## src/hdl/cpnp_pkg.sv

```systemverilog
// Shared constants, types and helper functions of the cpio newc entry parser.
`default_nettype none
package cpnp_pkg;

  localparam int unsigned HDR_LEN    = 110;
  localparam int unsigned NUM_FIELDS = 13;
  localparam int unsigned FLD_AW     = 4;
  localparam int unsigned F_FILESIZE = 6;
  localparam int unsigned F_NAMESIZE = 11;
  localparam int unsigned F_CHECK    = 12;
  localparam int unsigned TRAILER_NS = 11;
  localparam int unsigned DATA_ALIGN = 4;
  localparam int unsigned ALIGN_W    = $clog2(DATA_ALIGN);

  localparam logic [3:0] IDX_CHECK    = 4'd11;
  localparam logic [3:0] IDX_NAME_OFF = 4'd12;
  localparam logic [3:0] IDX_CONTENT  = 4'd13;

  localparam logic [2:0] ST_ENTRY    = 3'd0;
  localparam logic [2:0] ST_TRAILER  = 3'd1;
  localparam logic [2:0] ST_BAD_MAG  = 3'd2;
  localparam logic [2:0] ST_INVALID  = 3'd3;
  localparam logic [2:0] ST_UNTERM   = 3'd4;
  localparam logic [2:0] ST_OVERFLOW = 3'd5;

  typedef struct packed {
    logic        start;
    logic [31:0] name_off;
    logic [31:0] content;
  } burst_t;

  typedef struct packed {
    logic       valid;
    logic [2:0] status;
  } fail_t;

  typedef struct packed {
    logic busy;
  } emit_stat_t;

  function automatic logic [3:0] hex_digit(input logic [7:0] c);
    logic [3:0] r;
    r = 4'd0;
    if (c >= 8'h30 && c <= 8'h39) r = c[3:0];
    else if ((c >= 8'h41 && c <= 8'h46) || (c >= 8'h61 && c <= 8'h66)) r = c[3:0] + 4'd9;
    return r;
  endfunction

  function automatic logic [7:0] magic_char(input logic [2:0] i);
    logic [7:0] r;
    case (i)
      3'd1, 3'd3: r = 8'h37;
      3'd5:       r = 8'h31;
      default:    r = 8'h30;
    endcase
    return r;
  endfunction

  function automatic logic [7:0] trailer_char(input logic [3:0] i);
    logic [7:0] r;
    case (i)
      4'd0:    r = 8'h54;
      4'd1:    r = 8'h52;
      4'd2:    r = 8'h41;
      4'd3:    r = 8'h49;
      4'd4:    r = 8'h4C;
      4'd5:    r = 8'h45;
      4'd6:    r = 8'h52;
      default: r = 8'h21;
    endcase
    return r;
  endfunction

endpackage
`default_nettype wire

```

## src/hdl/cpnp_ifs.sv

```systemverilog
// Channel interfaces: archive byte input, record output and size configuration.
`default_nettype none
interface cpnp_byte_if;
  logic       valid;
  logic       ready;
  logic [7:0] archive_byte;
  modport source (output valid, output archive_byte, input ready);
  modport sink   (input valid, input archive_byte, output ready);
endinterface

interface cpnp_rec_if;
  logic        valid;
  logic        ready;
  logic [2:0]  status;
  logic [3:0]  field_index;
  logic [31:0] field_value;
  logic        last_of_run;
  modport source (output valid, output status, output field_index, output field_value,
                  output last_of_run, input ready);
  modport sink   (input valid, input status, input field_index, input field_value,
                  input last_of_run, output ready);
endinterface

interface cpnp_cfg_if;
  logic        valid;
  logic        ready;
  logic [31:0] archive_size;
  modport source (output valid, output archive_size, input ready);
  modport sink   (input valid, input archive_size, output ready);
endinterface
`default_nettype wire

```

## src/hdl/cpnp_ram.sv

```systemverilog
// Generic single-write, single-read RAM with registered read data.
`default_nettype none
module cpnp_ram #(
  parameter int unsigned WIDTH = 32,
  parameter int unsigned DEPTH = 16
) (
  input  wire logic                     clk_i,
  input  wire logic                     we_i,
  input  wire logic [$clog2(DEPTH)-1:0] waddr_i,
  input  wire logic [WIDTH-1:0]         wdata_i,
  input  wire logic                     re_i,
  input  wire logic [$clog2(DEPTH)-1:0] raddr_i,
  output logic      [WIDTH-1:0]         rdata_o
);
  logic [WIDTH-1:0] mem_q [DEPTH];
  logic [WIDTH-1:0] rdata_q;

  always_ff @(posedge clk_i) begin
    if (we_i) mem_q[waddr_i] <= wdata_i;
    if (re_i) rdata_q <= mem_q[raddr_i];
  end

  assign rdata_o = rdata_q;
endmodule
`default_nettype wire

```

## src/hdl/cpnp_parser.sv

```systemverilog
// Byte-level parser: header, name and skip phases, range checks, field writes.
`default_nettype none
module cpnp_parser (
  input  wire logic                        clk_i,
  input  wire logic                        rst_ni,
  input  wire logic                        valid_i,
  input  wire logic [7:0]                  byte_i,
  output logic                             ready_o,
  input  wire logic [31:0]                 size_i,
  input  wire cpnp_pkg::emit_stat_t        emit_i,
  output logic                             we_o,
  output logic [cpnp_pkg::FLD_AW-1:0]      waddr_o,
  output logic [31:0]                      wdata_o,
  output cpnp_pkg::burst_t                 burst_o,
  output cpnp_pkg::fail_t                  fail_o
);
  localparam logic [1:0] PH_HEADER = 2'd0;
  localparam logic [1:0] PH_NAME   = 2'd1;
  localparam logic [1:0] PH_SKIP   = 2'd2;
  localparam int unsigned AW = cpnp_pkg::ALIGN_W;

  logic [1:0]  phase_q, phase_d;
  logic [6:0]  off_q, off_d;
  logic [31:0] rem_q, rem_d;
  logic [31:0] entry_q, entry_d;
  logic        match_q, match_d;
  logic [3:0]  nidx_q, nidx_d;
  logic        halted_q, halted_d;
  logic [31:0] acc_q, acc_d;
  logic [31:0] ns_q, ns_d, fs_q, fs_d;
  logic [32:0] hdr_end_q, hdr_end_d;
  logic [33:0] cur_q;
  logic [34:0] content_q;
  logic [35:0] sum_q, next_q;
  logic [31:0] skip_q;

  logic        take, hdr_field, field_end;
  logic [6:0]  foff;
  logic [3:0]  dig;
  logic [32:0] base;
  logic [34:0] cur_rnd;
  logic [35:0] sum_rnd;
  logic        match_now;

  assign foff      = off_q - 7'd6;
  assign hdr_field = phase_q == PH_HEADER && off_q >= 7'd6 &&
                     off_q <= 7'(cpnp_pkg::HDR_LEN - 1);
  assign field_end = hdr_field && foff[2:0] == 3'd7;
  assign ready_o   = !(emit_i.busy && field_end && !halted_q);
  assign take      = valid_i && ready_o && !halted_q;
  assign dig       = cpnp_pkg::hex_digit(byte_i);
  assign base      = {1'b0, entry_q} + 33'(cpnp_pkg::HDR_LEN);
  assign acc_d     = (foff[2:0] == 3'd0) ? {28'd0, dig} : {acc_q[27:0], dig};
  assign match_now = match_q && !(nidx_q < 4'd10 && byte_i != cpnp_pkg::trailer_char(nidx_q));

  assign we_o    = take && field_end;
  assign waddr_o = foff[6:3];
  assign wdata_o = acc_d;

  assign cur_rnd = {1'b0, cur_q} + 35'(cpnp_pkg::DATA_ALIGN - 1);
  assign sum_rnd = sum_q + 36'(cpnp_pkg::DATA_ALIGN - 1);

  always_comb begin
    phase_d   = phase_q;
    off_d     = off_q;
    rem_d     = rem_q;
    entry_d   = entry_q;
    match_d   = match_q;
    nidx_d    = nidx_q;
    halted_d  = halted_q;
    ns_d      = ns_q;
    fs_d      = fs_q;
    hdr_end_d = hdr_end_q;
    burst_o   = '0;
    fail_o    = '0;
    if (take) begin
      unique case (phase_q)
        PH_HEADER: begin
          off_d = off_q + 7'd1;
          if (off_q == 7'd0) hdr_end_d = base;
          if (field_end && foff[6:3] == 4'(cpnp_pkg::F_NAMESIZE)) ns_d = acc_d;
          if (field_end && foff[6:3] == 4'(cpnp_pkg::F_FILESIZE)) fs_d = acc_d;
          if (off_q == 7'd0 && base > {1'b0, size_i}) begin
            fail_o = '{valid: 1'b1, status: cpnp_pkg::ST_INVALID};
          end else if (off_q < 7'd6 && byte_i != cpnp_pkg::magic_char(off_q[2:0])) begin
            fail_o = '{valid: 1'b1, status: cpnp_pkg::ST_BAD_MAG};
          end else if (off_q == 7'(cpnp_pkg::HDR_LEN - 1)) begin
            if (ns_q == 32'd0 || cur_q > {2'd0, size_i}) begin
              fail_o = '{valid: 1'b1, status: cpnp_pkg::ST_INVALID};
            end else begin
              phase_d = PH_NAME;
              rem_d   = ns_q;
              match_d = 1'b1;
              nidx_d  = 4'd0;
              off_d   = 7'd0;
            end
          end
        end
        PH_NAME: begin
          match_d = match_now;
          if (nidx_q < 4'd10) nidx_d = nidx_q + 4'd1;
          rem_d = rem_q - 32'd1;
          if (rem_q == 32'd1) begin
            if (byte_i != 8'd0) begin
              fail_o = '{valid: 1'b1, status: cpnp_pkg::ST_UNTERM};
            end else if (ns_q == 32'(cpnp_pkg::TRAILER_NS) && match_now) begin
              fail_o = '{valid: 1'b1, status: cpnp_pkg::ST_TRAILER};
            end else if (content_q > {3'd0, size_i}) begin
              fail_o = '{valid: 1'b1, status: cpnp_pkg::ST_OVERFLOW};
            end else if (sum_q > {4'd0, size_i} || next_q > {4'd0, size_i}) begin
              fail_o = '{valid: 1'b1, status: cpnp_pkg::ST_INVALID};
            end else begin
              burst_o = '{start: 1'b1, name_off: hdr_end_q[31:0], content: content_q[31:0]};
              entry_d = next_q[31:0];
              rem_d   = skip_q;
              phase_d = (skip_q != 32'd0) ? PH_SKIP : PH_HEADER;
            end
          end
        end
        PH_SKIP: begin
          rem_d = rem_q - 32'd1;
          if (rem_q == 32'd1) phase_d = PH_HEADER;
        end
        default: phase_d = PH_HEADER;
      endcase
      if (fail_o.valid) halted_d = 1'b1;
    end
  end

  always_ff @(posedge clk_i or negedge rst_ni) begin
    if (!rst_ni) begin
      phase_q  <= PH_HEADER;
      off_q    <= 7'd0;
      rem_q    <= 32'd0;
      entry_q  <= 32'd0;
      match_q  <= 1'b0;
      nidx_q   <= 4'd0;
      halted_q <= 1'b0;
    end else begin
      phase_q  <= phase_d;
      off_q    <= off_d;
      rem_q    <= rem_d;
      entry_q  <= entry_d;
      match_q  <= match_d;
      nidx_q   <= nidx_d;
      halted_q <= halted_d;
    end
  end

  // The end-of-entry arithmetic settles one step per header byte after namesize is known.
  always_ff @(posedge clk_i) begin
    if (take) begin
      acc_q     <= acc_d;
      ns_q      <= ns_d;
      fs_q      <= fs_d;
      hdr_end_q <= hdr_end_d;
      if (phase_q == PH_HEADER) begin
        cur_q     <= {1'b0, hdr_end_q} + {2'd0, ns_q};
        content_q <= {cur_rnd[34:AW], {AW{1'b0}}};
        sum_q     <= {1'b0, content_q} + {4'd0, fs_q};
        next_q    <= {sum_rnd[35:AW], {AW{1'b0}}};
        skip_q    <= next_q[31:0] - cur_q[31:0];
      end
    end
  end

  a_no_write_busy: assert property (@(posedge clk_i) disable iff (!rst_ni)
    we_o |-> !emit_i.busy) else $error("field write while burst reads the store");
  a_halt_quiet: assert property (@(posedge clk_i) disable iff (!rst_ni)
    halted_q |-> !burst_o.start && !fail_o.valid) else $error("activity after halt");
  a_one_event: assert property (@(posedge clk_i) disable iff (!rst_ni)
    !(burst_o.start && fail_o.valid)) else $error("burst and status on one byte");
endmodule
`default_nettype wire

```

## src/hdl/cpnp_emitter.sv

```systemverilog
// Record emitter: reads stored fields for a 14-record burst, queues status records.
`default_nettype none
module cpnp_emitter (
  input  wire logic                        clk_i,
  input  wire logic                        rst_ni,
  input  wire cpnp_pkg::burst_t            burst_i,
  input  wire cpnp_pkg::fail_t             fail_i,
  output cpnp_pkg::emit_stat_t             emit_o,
  output logic                             re_o,
  output logic [cpnp_pkg::FLD_AW-1:0]      raddr_o,
  input  wire logic [31:0]                 rdata_i,
  output logic                             valid_o,
  input  wire logic                        ready_i,
  output logic [2:0]                       status_o,
  output logic [3:0]                       index_o,
  output logic [31:0]                      value_o,
  output logic                             last_o
);
  logic        brst_q, spend_q;
  logic [3:0]  cnt_q;
  logic [2:0]  scode_q;
  logic [31:0] noff_q, cont_q;
  logic        s1_v_q, s1_ram_q, s1_last_q;
  logic [2:0]  s1_st_q;
  logic [3:0]  s1_idx_q;
  logic [31:0] s1_val_q;
  logic        o_v_q, o_last_q;
  logic [2:0]  o_st_q;
  logic [3:0]  o_idx_q;
  logic [31:0] o_val_q;
  logic        free, load_ok, issue_b, issue_s;

  assign free    = !o_v_q || ready_i;
  assign load_ok = !s1_v_q || free;
  assign issue_b = brst_q && load_ok;
  assign issue_s = !brst_q && spend_q && load_ok;
  assign re_o    = issue_b && cnt_q <= cpnp_pkg::IDX_CHECK;
  assign raddr_o = (cnt_q < cpnp_pkg::IDX_CHECK) ? cnt_q : 4'(cpnp_pkg::F_CHECK);
  assign emit_o.busy = brst_q;

  always_ff @(posedge clk_i or negedge rst_ni) begin
    if (!rst_ni) begin
      brst_q  <= 1'b0;
      spend_q <= 1'b0;
      cnt_q   <= 4'd0;
      s1_v_q  <= 1'b0;
      o_v_q   <= 1'b0;
    end else begin
      if (burst_i.start) begin
        brst_q <= 1'b1;
        cnt_q  <= 4'd0;
      end else if (issue_b) begin
        cnt_q <= cnt_q + 4'd1;
        if (cnt_q == cpnp_pkg::IDX_CONTENT) brst_q <= 1'b0;
      end
      if (fail_i.valid) spend_q <= 1'b1;
      else if (issue_s) spend_q <= 1'b0;
      if (issue_b || issue_s) s1_v_q <= 1'b1;
      else if (free) s1_v_q <= 1'b0;
      if (free) o_v_q <= s1_v_q;
    end
  end

  always_ff @(posedge clk_i) begin
    if (burst_i.start) begin
      noff_q <= burst_i.name_off;
      cont_q <= burst_i.content;
    end
    if (fail_i.valid) scode_q <= fail_i.status;
    if (issue_b) begin
      s1_ram_q  <= cnt_q <= cpnp_pkg::IDX_CHECK;
      s1_st_q   <= cpnp_pkg::ST_ENTRY;
      s1_idx_q  <= cnt_q;
      s1_val_q  <= (cnt_q == cpnp_pkg::IDX_NAME_OFF) ? noff_q : cont_q;
      s1_last_q <= cnt_q == cpnp_pkg::IDX_CONTENT;
    end else if (issue_s) begin
      s1_ram_q  <= 1'b0;
      s1_st_q   <= scode_q;
      s1_idx_q  <= 4'd0;
      s1_val_q  <= 32'd0;
      s1_last_q <= 1'b1;
    end
    if (free && s1_v_q) begin
      o_st_q   <= s1_st_q;
      o_idx_q  <= s1_idx_q;
      o_val_q  <= s1_ram_q ? rdata_i : s1_val_q;
      o_last_q <= s1_last_q;
    end
  end

  assign valid_o  = o_v_q;
  assign status_o = o_st_q;
  assign index_o  = o_idx_q;
  assign value_o  = o_val_q;
  assign last_o   = o_last_q;

  a_no_restart: assert property (@(posedge clk_i) disable iff (!rst_ni)
    burst_i.start |-> !brst_q) else $error("burst started while one is running");
  a_hold_out: assert property (@(posedge clk_i) disable iff (!rst_ni)
    valid_o && !ready_i |=> valid_o && $stable(value_o)) else $error("record dropped");
  a_last_rec: assert property (@(posedge clk_i) disable iff (!rst_ni)
    valid_o && status_o == cpnp_pkg::ST_ENTRY && index_o == cpnp_pkg::IDX_CONTENT |-> last_o)
    else $error("content offset record not marked last");
endmodule
`default_nettype wire

```

## src/hdl/cpio_newc_entry_parser.sv

```systemverilog
// Top level of the cpio newc entry parser.
// Usage: archive bytes enter on byte_i, one transaction per byte, in order from
// offset zero. The archive length is written on cfg_i while the block is idle;
// cfg_i.ready is always high. Records leave on rec_o. When the last byte of an
// accepted name arrives, 14 records follow: fields ino..rdevminor, check, name
// offset and content offset, the last one flagged by last_of_run. The trailer or
// an error gives a single status record and the block then drops every byte.
// Output: the first record of a burst passes the burst state, read stage and
// output register; then one record per cycle while rec_o.ready is high.
// Throughput: one byte per cycle. The 13 header fields live in a small RAM that
// the burst reads; a header byte that would write a field while a burst is
// still being read out waits (byte_i.ready low). Without back-pressure on rec_o
// this happens only when the first field of the next header ends exactly 14
// bytes after the name; every rec_o stall during the burst lengthens the wait.
// Stalls on rec_o back up through a two-stage output pipe into the burst reader.
// Reset clears the parse state, the archive size and the record pipe; the field
// RAM needs no clearing since each field is written before it is read.
`default_nettype none
module cpio_newc_entry_parser (
  input  wire logic   clk_i,
  input  wire logic   rst_ni,
  cpnp_byte_if.sink   byte_i,
  cpnp_cfg_if.sink    cfg_i,
  cpnp_rec_if.source  rec_o
);
  logic [31:0]                    size_q;
  logic                           we, re;
  logic [cpnp_pkg::FLD_AW-1:0]    waddr, raddr;
  logic [31:0]                    wdata, rdata;
  cpnp_pkg::burst_t               burst;
  cpnp_pkg::fail_t                fail;
  cpnp_pkg::emit_stat_t           emit;

  assign cfg_i.ready = 1'b1;

  always_ff @(posedge clk_i or negedge rst_ni) begin
    if (!rst_ni) size_q <= 32'd0;
    else if (cfg_i.valid) size_q <= cfg_i.archive_size;
  end

  cpnp_parser u_parser (
    .clk_i   (clk_i),
    .rst_ni  (rst_ni),
    .valid_i (byte_i.valid),
    .byte_i  (byte_i.archive_byte),
    .ready_o (byte_i.ready),
    .size_i  (size_q),
    .emit_i  (emit),
    .we_o    (we),
    .waddr_o (waddr),
    .wdata_o (wdata),
    .burst_o (burst),
    .fail_o  (fail)
  );

  cpnp_ram #(.WIDTH(32), .DEPTH(cpnp_pkg::NUM_FIELDS)) u_fields (
    .clk_i   (clk_i),
    .we_i    (we),
    .waddr_i (waddr),
    .wdata_i (wdata),
    .re_i    (re),
    .raddr_i (raddr),
    .rdata_o (rdata)
  );

  cpnp_emitter u_emitter (
    .clk_i    (clk_i),
    .rst_ni   (rst_ni),
    .burst_i  (burst),
    .fail_i   (fail),
    .emit_o   (emit),
    .re_o     (re),
    .raddr_o  (raddr),
    .rdata_i  (rdata),
    .valid_o  (rec_o.valid),
    .ready_i  (rec_o.ready),
    .status_o (rec_o.status),
    .index_o  (rec_o.field_index),
    .value_o  (rec_o.field_value),
    .last_o   (rec_o.last_of_run)
  );
endmodule
`default_nettype wire
```

## src/flat_wrapper.sv

```systemverilog
// flat-port wrapper written by rule: the top's interface ports become plain ports
module cpio_newc_entry_parser_flat 
  (clk_i, rst_ni, byte_i_valid, byte_i_archive_byte, byte_i_ready, cfg_i_valid, cfg_i_archive_size, cfg_i_ready, rec_o_valid, rec_o_status, rec_o_field_index, rec_o_field_value, rec_o_last_of_run, rec_o_ready);
  cpnp_byte_if byte_i_i ();
  cpnp_cfg_if cfg_i_i ();
  cpnp_rec_if rec_o_i ();
  input  wire logic clk_i;
  input  wire logic rst_ni;
  input wire logic [$bits(byte_i_i.valid)-1:0] byte_i_valid;
  input wire logic [$bits(byte_i_i.archive_byte)-1:0] byte_i_archive_byte;
  output wire logic [$bits(byte_i_i.ready)-1:0] byte_i_ready;
  input wire logic [$bits(cfg_i_i.valid)-1:0] cfg_i_valid;
  input wire logic [$bits(cfg_i_i.archive_size)-1:0] cfg_i_archive_size;
  output wire logic [$bits(cfg_i_i.ready)-1:0] cfg_i_ready;
  output wire logic [$bits(rec_o_i.valid)-1:0] rec_o_valid;
  output wire logic [$bits(rec_o_i.status)-1:0] rec_o_status;
  output wire logic [$bits(rec_o_i.field_index)-1:0] rec_o_field_index;
  output wire logic [$bits(rec_o_i.field_value)-1:0] rec_o_field_value;
  output wire logic [$bits(rec_o_i.last_of_run)-1:0] rec_o_last_of_run;
  input wire logic [$bits(rec_o_i.ready)-1:0] rec_o_ready;
  assign byte_i_i.valid = byte_i_valid;
  assign byte_i_i.archive_byte = byte_i_archive_byte;
  assign byte_i_ready = byte_i_i.ready;
  assign cfg_i_i.valid = cfg_i_valid;
  assign cfg_i_i.archive_size = cfg_i_archive_size;
  assign cfg_i_ready = cfg_i_i.ready;
  assign rec_o_valid = rec_o_i.valid;
  assign rec_o_status = rec_o_i.status;
  assign rec_o_field_index = rec_o_i.field_index;
  assign rec_o_field_value = rec_o_i.field_value;
  assign rec_o_last_of_run = rec_o_i.last_of_run;
  assign rec_o_i.ready = rec_o_ready;
  cpio_newc_entry_parser u_core (.clk_i(clk_i), .rst_ni(rst_ni), .byte_i(byte_i_i), .cfg_i(cfg_i_i), .rec_o(rec_o_i));
endmodule
```

## config.mk

```make
export PLATFORM = sky130hd
export DESIGN_NAME = cpio_newc_entry_parser_flat
export DESIGN_NICKNAME = d
export VERILOG_FILES = /design/src/hdl/cpnp_pkg.sv /design/src/hdl/cpnp_ifs.sv /design/src/hdl/cpnp_ram.sv /design/src/hdl/cpnp_parser.sv /design/src/hdl/cpnp_emitter.sv /design/src/hdl/cpio_newc_entry_parser.sv /design/src/flat_wrapper.sv
export SDC_FILE = /design/constraint.sdc
export NUM_CORES = 2
export LEC_CHECK = 0
export CORE_ASPECT_RATIO = 0.8
export CORE_MARGIN = 4
export CORE_UTILIZATION = 25
export DETAILED_ROUTE_END_ITERATION = 12
export DONT_BUFFER_PORTS = 1
export GPL_TIMING_DRIVEN = 0
export PLACE_DENSITY = 0.49
export SYNTH_ARGS = -nofsm -noshare
export SYNTH_HDL_FRONTEND = slang
export SYNTH_SLANG_ARGS = --single-unit
```

## constraint.sdc

```tcl
create_clock -name clk_i -period 11.1 [get_ports clk_i]
set_clock_uncertainty 0.05 [all_clocks]
set_input_delay 1.11 -clock clk_i [delete_from_list [all_inputs] [get_ports clk_i]]
set_output_delay 1.11 -clock clk_i [all_outputs]
set_load 0.02 [all_outputs]
```

======== Word level (Yosys, flattened, before mapping) ========
Memory sizes are Yosys's and may differ from the RTL's. A register that Yosys moved wholly into a read port is not among the register bits.
Index checks and enable logic that the tools add are counted.
storage, ports and cells
  logic and storage cells ................. 251
  register bits ........................... 557
  bits in writable memories ............... 416
  output and inout bits ................... 43
  memories kept ........................... 1
  input port bits ......................... 45
memory list
  name                   depth  bits a word  rd ports  clocked after memory_dff  write ports  line            source
  u_core.u_fields.mem_q  13     32           1         1                         1            cpnp_ram.sv:15  logic [WIDTH-1:0] mem_q [DEPTH];
cells by class
  add/subtract/negate cells ............... 12
  equal/unequal tests ..................... 32
  bitwise gates (word level) .............. 7
  reductions and logical operators ........ 63
  muxes and demuxes ....................... 85
  order comparisons ....................... 17
operators with widths
  kind                   count
  $mux 65                7
  $mux 32                14
  $pmux 32 s3            1
  $mux 4                 23
  $gt 36x32->1           2
  $pmux 7 s6             1
  $add 35x32->36         1
  $add 36x2->36 const B  1
  $add 34x2->35 const B  1
  $gt 35x32->1           1
  $add 33x32->34         1
  $gt 34x32->1           1
  $add 32x7->33 const B  1
  $gt 33x32->1           1
  $eq 32x1->1 const B    1
  $eq 32x4->1 const B    1
  $logic_not 32->1       1
  $reduce_bool 32->1     1
  $sub 32x1->32 const B  1
  $sub 32x32->32         1
  $mux 7                 4
  $mux 8                 3
  $logic_and 1x1->1      23
  $mux 2                 11
  other kinds (47)       113

======== Longest topological paths before layout ========
  depth in word-level cells ............... 18
  mapped depth ............................ 19
  mapped depth without buffers ............ 19

======== Hierarchy ========
A second synthesis with hierarchy kept.
unflattened totals
  cell total of the unflattened synthesis .. 3528
  area, all modules ....................... 49062.1 um^2
by module, submodules not included
  module                  cells an instance  seq. area each (um^2)  instances  area an instance (um^2)
  cpnp_parser             2402               10695.3                1          25066.5
  cpnp_ram                701                13452.9                1          16786.1
  cpnp_emitter            355                4614.4                 1          5853.1
  cpio_newc_entry_parser  70                 800.8                  1          1356.3

======== Worst setup path after synthesis ========
No wires, ideal clock.
  path kind ............................... register to register
  from .................................... register u_core.u_parser.phase_q[1]
  to ...................................... register u_core.u_parser.hdr_end_q[10] (enable)
  slack ................................... 3.236 ns
  arrival time ............................ 7.410 ns
  library setup time ...................... 0.404 ns
  path buffers ............................ 2
  data required time ...................... 10.646 ns
  period minus slack after synthesis ...... 7.864 ns
  cell stages (with the launch flop) ...... 13
  cells stage by stage .................... dfrtp_1 -> inv_1 -> ha_1 -> clkbuf_1 -> nand2_1 -> a211oi_1 -> o211ai_1 -> nand3b_1 -> clkbuf_1 -> inv_1 -> nand2_1 -> clkinv_1 -> and2_1
between the ends
  longest elaborated chain between the ends .. 10
ends and longest elaborated chain
  item                               line                source
  from (decl)                        cpnp_parser.sv:22   logic [1:0] phase_q, phase_d;
  from (signal assigned)             cpnp_parser.sv:140  phase_q <= phase_d;
  $logic_not 2->1                    cpnp_parser.sv:46   assign hdr_field = phase_q == PH_HEADER && off_q >= 7'd6 &&
  $logic_and 1x1->1 (2 in series)    cpnp_parser.sv:46
  $logic_and 1x1->1                  cpnp_parser.sv:48   assign field_end = hdr_field && foff[2:0] == 3'd7;
  $logic_and 1x1->1 (2 in series)    cpnp_parser.sv:49   assign ready_o = !(emit_i.busy && field_end && !halted_q);
  $logic_not 1->1                    cpnp_parser.sv:49
  $logic_and 1x1->1 (2 in series)    cpnp_parser.sv:50   assign take = valid_i && ready_o && !halted_q;
  named net u_core.u_parser.take     cpnp_parser.sv:37   logic take, hdr_field, field_end;
  $reduce_and 3->1 (no source line)  --
  to (signal assigned)               cpnp_parser.sv:156  hdr_end_q <= hdr_end_d;
  to (decl)                          cpnp_parser.sv:31   logic [32:0] hdr_end_q, hdr_end_d;
The timed path passes the listed nets, and every way through them passes these cells.
A chain may end at the register's enable or synchronous reset.

==> results.toml <==
[placed_design]
place.gp.congestion = 0.915
dp.final_hpwl_mm = 119
portBuffers = 0

[setup_path]
end_kind = "flop"
path_max_fanout = 5
crit_family = "simple AND/OR/NAND/NOR gates"
crit_buf_inv = 2
timing.rr.end = "u_core.u_emitter.scode_q[1]"
slowest_stage = "nor3b_1"
required_ns = 11.47
path_cells = "inv_1, ha_1, nor2b_1, nand2b_1, nor4b_1, and3_1, xor2_1, ha_1, and4_1, nor3b_1, o31ai_1, nand2_1, a21oi_1, o211ai_1, o2111ai_1, nand4_1, a22oi_1, inv_1"
reg2reg_depth = 18
arrival_ns = 6.48
r2r_slack_ns = 4.99
r2r-start = "u_core.u_parser.entry_q[2]"
path_class = "reg2reg"
cp-start-kind = "flop"
worst_path_largest_cell_delay_ns = 0.78

[yosys]
synth.area.top_cells = "edfxtp_1, ha_1, dfrtp_1, nand2_1, xnor2_1"
synth_mux_area_frac = 0.0368
synth_top_area_frac = 0.550
synth_compound_gate_area_share = 0.105
synth_nets = 4103
ys.flop_type = "edfxtp_1"
async_flop_share = 0.117
synthAdderAreaFrac = 0.0705
synth_edf_count = 881
syn_area_per_cell_um2 = 12.7
synth_seq_area_share = 0.612
ys_ff_latch = 1001
synth_largest_area_cell = "edfxtp_1"
synth_xor_area_frac = 0.0375
ys_types = 87
syn_inst = 3788
yosys.area_share.simple = 0.116
yosys_warnings = 0
synth_top_family_by_area = "simple AND/OR/NAND/NOR gates"
syn_area_um2 = 48100

[clock_network]
cts.reportedPaths.clkPinSlew_ns = 0.06
cts_root_buf = "clkbuf_16"
cts-hold-fix-buffers = 4
cts_setup_buffers = 0
cts_resized = 0
cts_tree = "yes"
insertion_delay_ns = 0.76
h-tree-depth = 3
cts_made_buffers = 108
cts_buffer_depth = 3
clock-sinks = 1001

[sta]
holdWs_ns = 0.198
drv_slew = 0
setup_viol = 0
max_freq_ghz = 0.164
slew_headroom = 0.0195
period_share = 0.550
tightest_slew_ns = 1.46
tns_ns = 0
hold_viol_final = 0
min_period_ns = 6.11
rsz0062_at_grt = "no"

[power]
pwr_density_cell_nw_per_um2 = 146
p_seq_frac = 0.508
vdd_ir_drop_max_mv = 0.118
p_sw_mw = 1.83
clockPowerShare = 0.449
leakagePower_nw = 20.1
p_int_mw = 6.29
swShare = 0.226
combinationalPowerShare = 0.044

[floorplan]
core-area_um2 = 191000
rows = 143
die_h_um = 400
die-area_um2 = 200000
dieWidth_um = 499
initial_core_util = 0.252
ios = 88

[layout]
drive_gt1_frac = 0.0924
nFillCells = 19396
syn_to_final_growth_pct = 15.9
nNetsFinal = 4251

[outcome]
status = "complete, but fails checks"
violations = "capacitance limit"

[grt]
gr-total-overflow = 0
track_usage = 0.156
grt_pass1_vias = 30724
grt_pass1_wl_mm = 228
grt_start_max_net_pins = 73
antenna_found_initial = 13

[detailed_routing]
totalWireLength_mm = 160
drtPass1Iterations = 6
drtIter0Drc = 3356
num_vias = 32150
avgViaCountPerCell = 4.89
wl_per_cell_um = 24.3
drc = 0
ant_nets = 0

[worst_hold_path]
hold_class = "in2async"

[job]
drv_cap = 1
==> Yosys cell counts (all sizes together), types with 107 or more instances <==
library cell,number
xnor2,151
dfrtp,117
nand2,439
nor2,131
o21ai,124
ha,268
and2,172
a21oi,155
inv,144
clkbuf,122
edfxtp,881
a31oi,107
==> worst register-to-register path: stages (launching register included) <==
cell       delay, ns
dfrtp_1         0.37
inv_1           0.10
ha_1            0.24
nor2b_1         0.36
nand2b_1        0.28
nor4b_1         0.71
and3_1          0.30
xor2_1          0.10
ha_1            0.31
and4_1          0.25
nor3b_1         0.78
o31ai_1         0.44
nand2_1         0.16
a21oi_1         0.13
o211ai_1        0.22
o2111ai_1       0.37
nand4_1         0.31
a22oi_1         0.17
inv_1           0.16
==> placed cells by master, fill, tap and decap left out, drive strengths merged, types with 12 or more instances in the layout <==
| master | count |
|---|---|
| mux4 | 32 |
| and3 | 35 |
| o31ai | 17 |
| a21oi | 155 |
| nand3 | 67 |
| o21bai | 14 |
| o21ai | 124 |
| o22ai | 37 |
| o21a | 26 |
| xnor2 | 151 |
| nand4 | 51 |
| clkinv | 35 |
| mux2i | 14 |
| buf | 57 |
| nand2 | 439 |
| and2 | 172 |
| nor3 | 76 |
| a31oi | 107 |
| edfxtp | 881 |
| a211oi | 87 |
| nor2 | 131 |
| nor4 | 35 |
| mux2 | 81 |
| or3 | 29 |
| nor2b | 24 |
| a221oi | 18 |
| nand2b | 20 |
| o211ai | 12 |
| dfrtp | 117 |
| inv | 144 |
| a22oi | 13 |
| xor2 | 55 |
| ha | 268 |
| a21o | 83 |
| clkbuf | 281 |
==> stage by stage <==
stage	power, mW	util	setup WS [ns]	cell area [um^2]	cells
after global placement	4.53	0.269	-1.48	51300	6325
final	8.13	0.293	4.99	55800	6571
after global routing	8.40	0.292	4.92	55800	6567
after floorplan	4.44	-	3.24	48100	3788
after detailed placement	4.54	0.273	5.19	52100	6358
after CTS	8.20	0.292	5.17	55800	6564
==> sequential cells by signal (all words and copies together) (netlist names), 32 cells and up <==
register                   flops
u_core.u_emitter.value_o      32
u_core.u_parser.ns_q          32
u_core.u_parser.content_q     33
u_core.u_fields.rdata_o       32
u_core.u_parser.sum_q         36
u_core.u_parser.skip_q        32
u_core.size_q                 32
u_core.u_parser.cur_q         34
u_core.u_parser.next_q        34
u_core.u_fields.mem_q        416
u_core.u_parser.fs_q          32
u_core.u_parser.rem_q         32
==> cells by family (layout without fill, tap and decap cells) <==
| group | Yosys count | in the layout |
|---|---|---|
| compound gates | 765 | 765 |
| xor+xnor | 206 | 206 |
| fa+ha+maj | 270 | 270 |
| buf+inv | 289 | 529 |
| flops | 1001 | 1001 |
| mux | 127 | 127 |
| other cells | 1 | 7 |
| simple gates | 1129 | 1129 |
==> per-layer routing <==
layer | wire [um] | global-route usage | share of wire | up-vias
li1 | - | - | - | 14578
met1 | 79000 | 0.242 | 0.49 | 16313
met2 | 66500 | 0.223 | 0.42 | 1076
met3 | 10900 | 0.0274 | 0.068 | 177
met4 | 3570 | 0.0362 | 0.022 | 6
met5 | 30 | 0 | 0.00019 | -
==> power groups by stage <==
stage                     clock, mW  sequential (mW)  combinational, mW
after global placement            0             4.20              0.326
after CTS                      3.72             4.12              0.353
after floorplan                   0             4.19              0.245
after detailed placement          0             4.20              0.336
final                          3.64             4.13              0.354
after global routing           3.88             4.13              0.398
==> worst max-delay path by stage <==
stage | start | slack, ns | cells after the start | to
2_1_floorplan | u_core.u_parser.phase_q[1] | 3.24 | 12 | u_core.u_parser.hdr_end_q[10]
5_1_grt | u_core.u_parser.entry_q[2] | 4.92 | 18 | u_core.u_emitter.scode_q[0]
3_3_place_gp | u_core.u_parser.phase_q[0] | -1.48 | 12 | u_core.u_parser.hdr_end_q[20]
6_report | u_core.u_parser.entry_q[2] | 4.99 | 18 | u_core.u_emitter.scode_q[1]
3_5_place_dp | u_core.u_parser.sum_q[33] | 5.19 | 12 | u_core.u_emitter.cont_q[25]
4_1_cts | u_core.u_parser.sum_q[33] | 5.17 | 12 | u_core.u_emitter.cont_q[25]
==> cell type report <==
cell class / instances / area, um^2 / share of cell area
timing repair buffer: 38 / 742 / 0.0133
clock inverter: 43 / 533 / 0.00955
tap: 2537 / 3170 / 0.0569
antenna: 6 / 15.0 / 0.000269
sequential: 1001 / 29400 / 0.528
multi-input combinational: 2498 / 17700 / 0.318
inverter: 146 / 553 / 0.00991
buffer: 143 / 561 / 0.0100
clock buffer: 159 / 3030 / 0.0544
(Power assumes the default switching activity.)
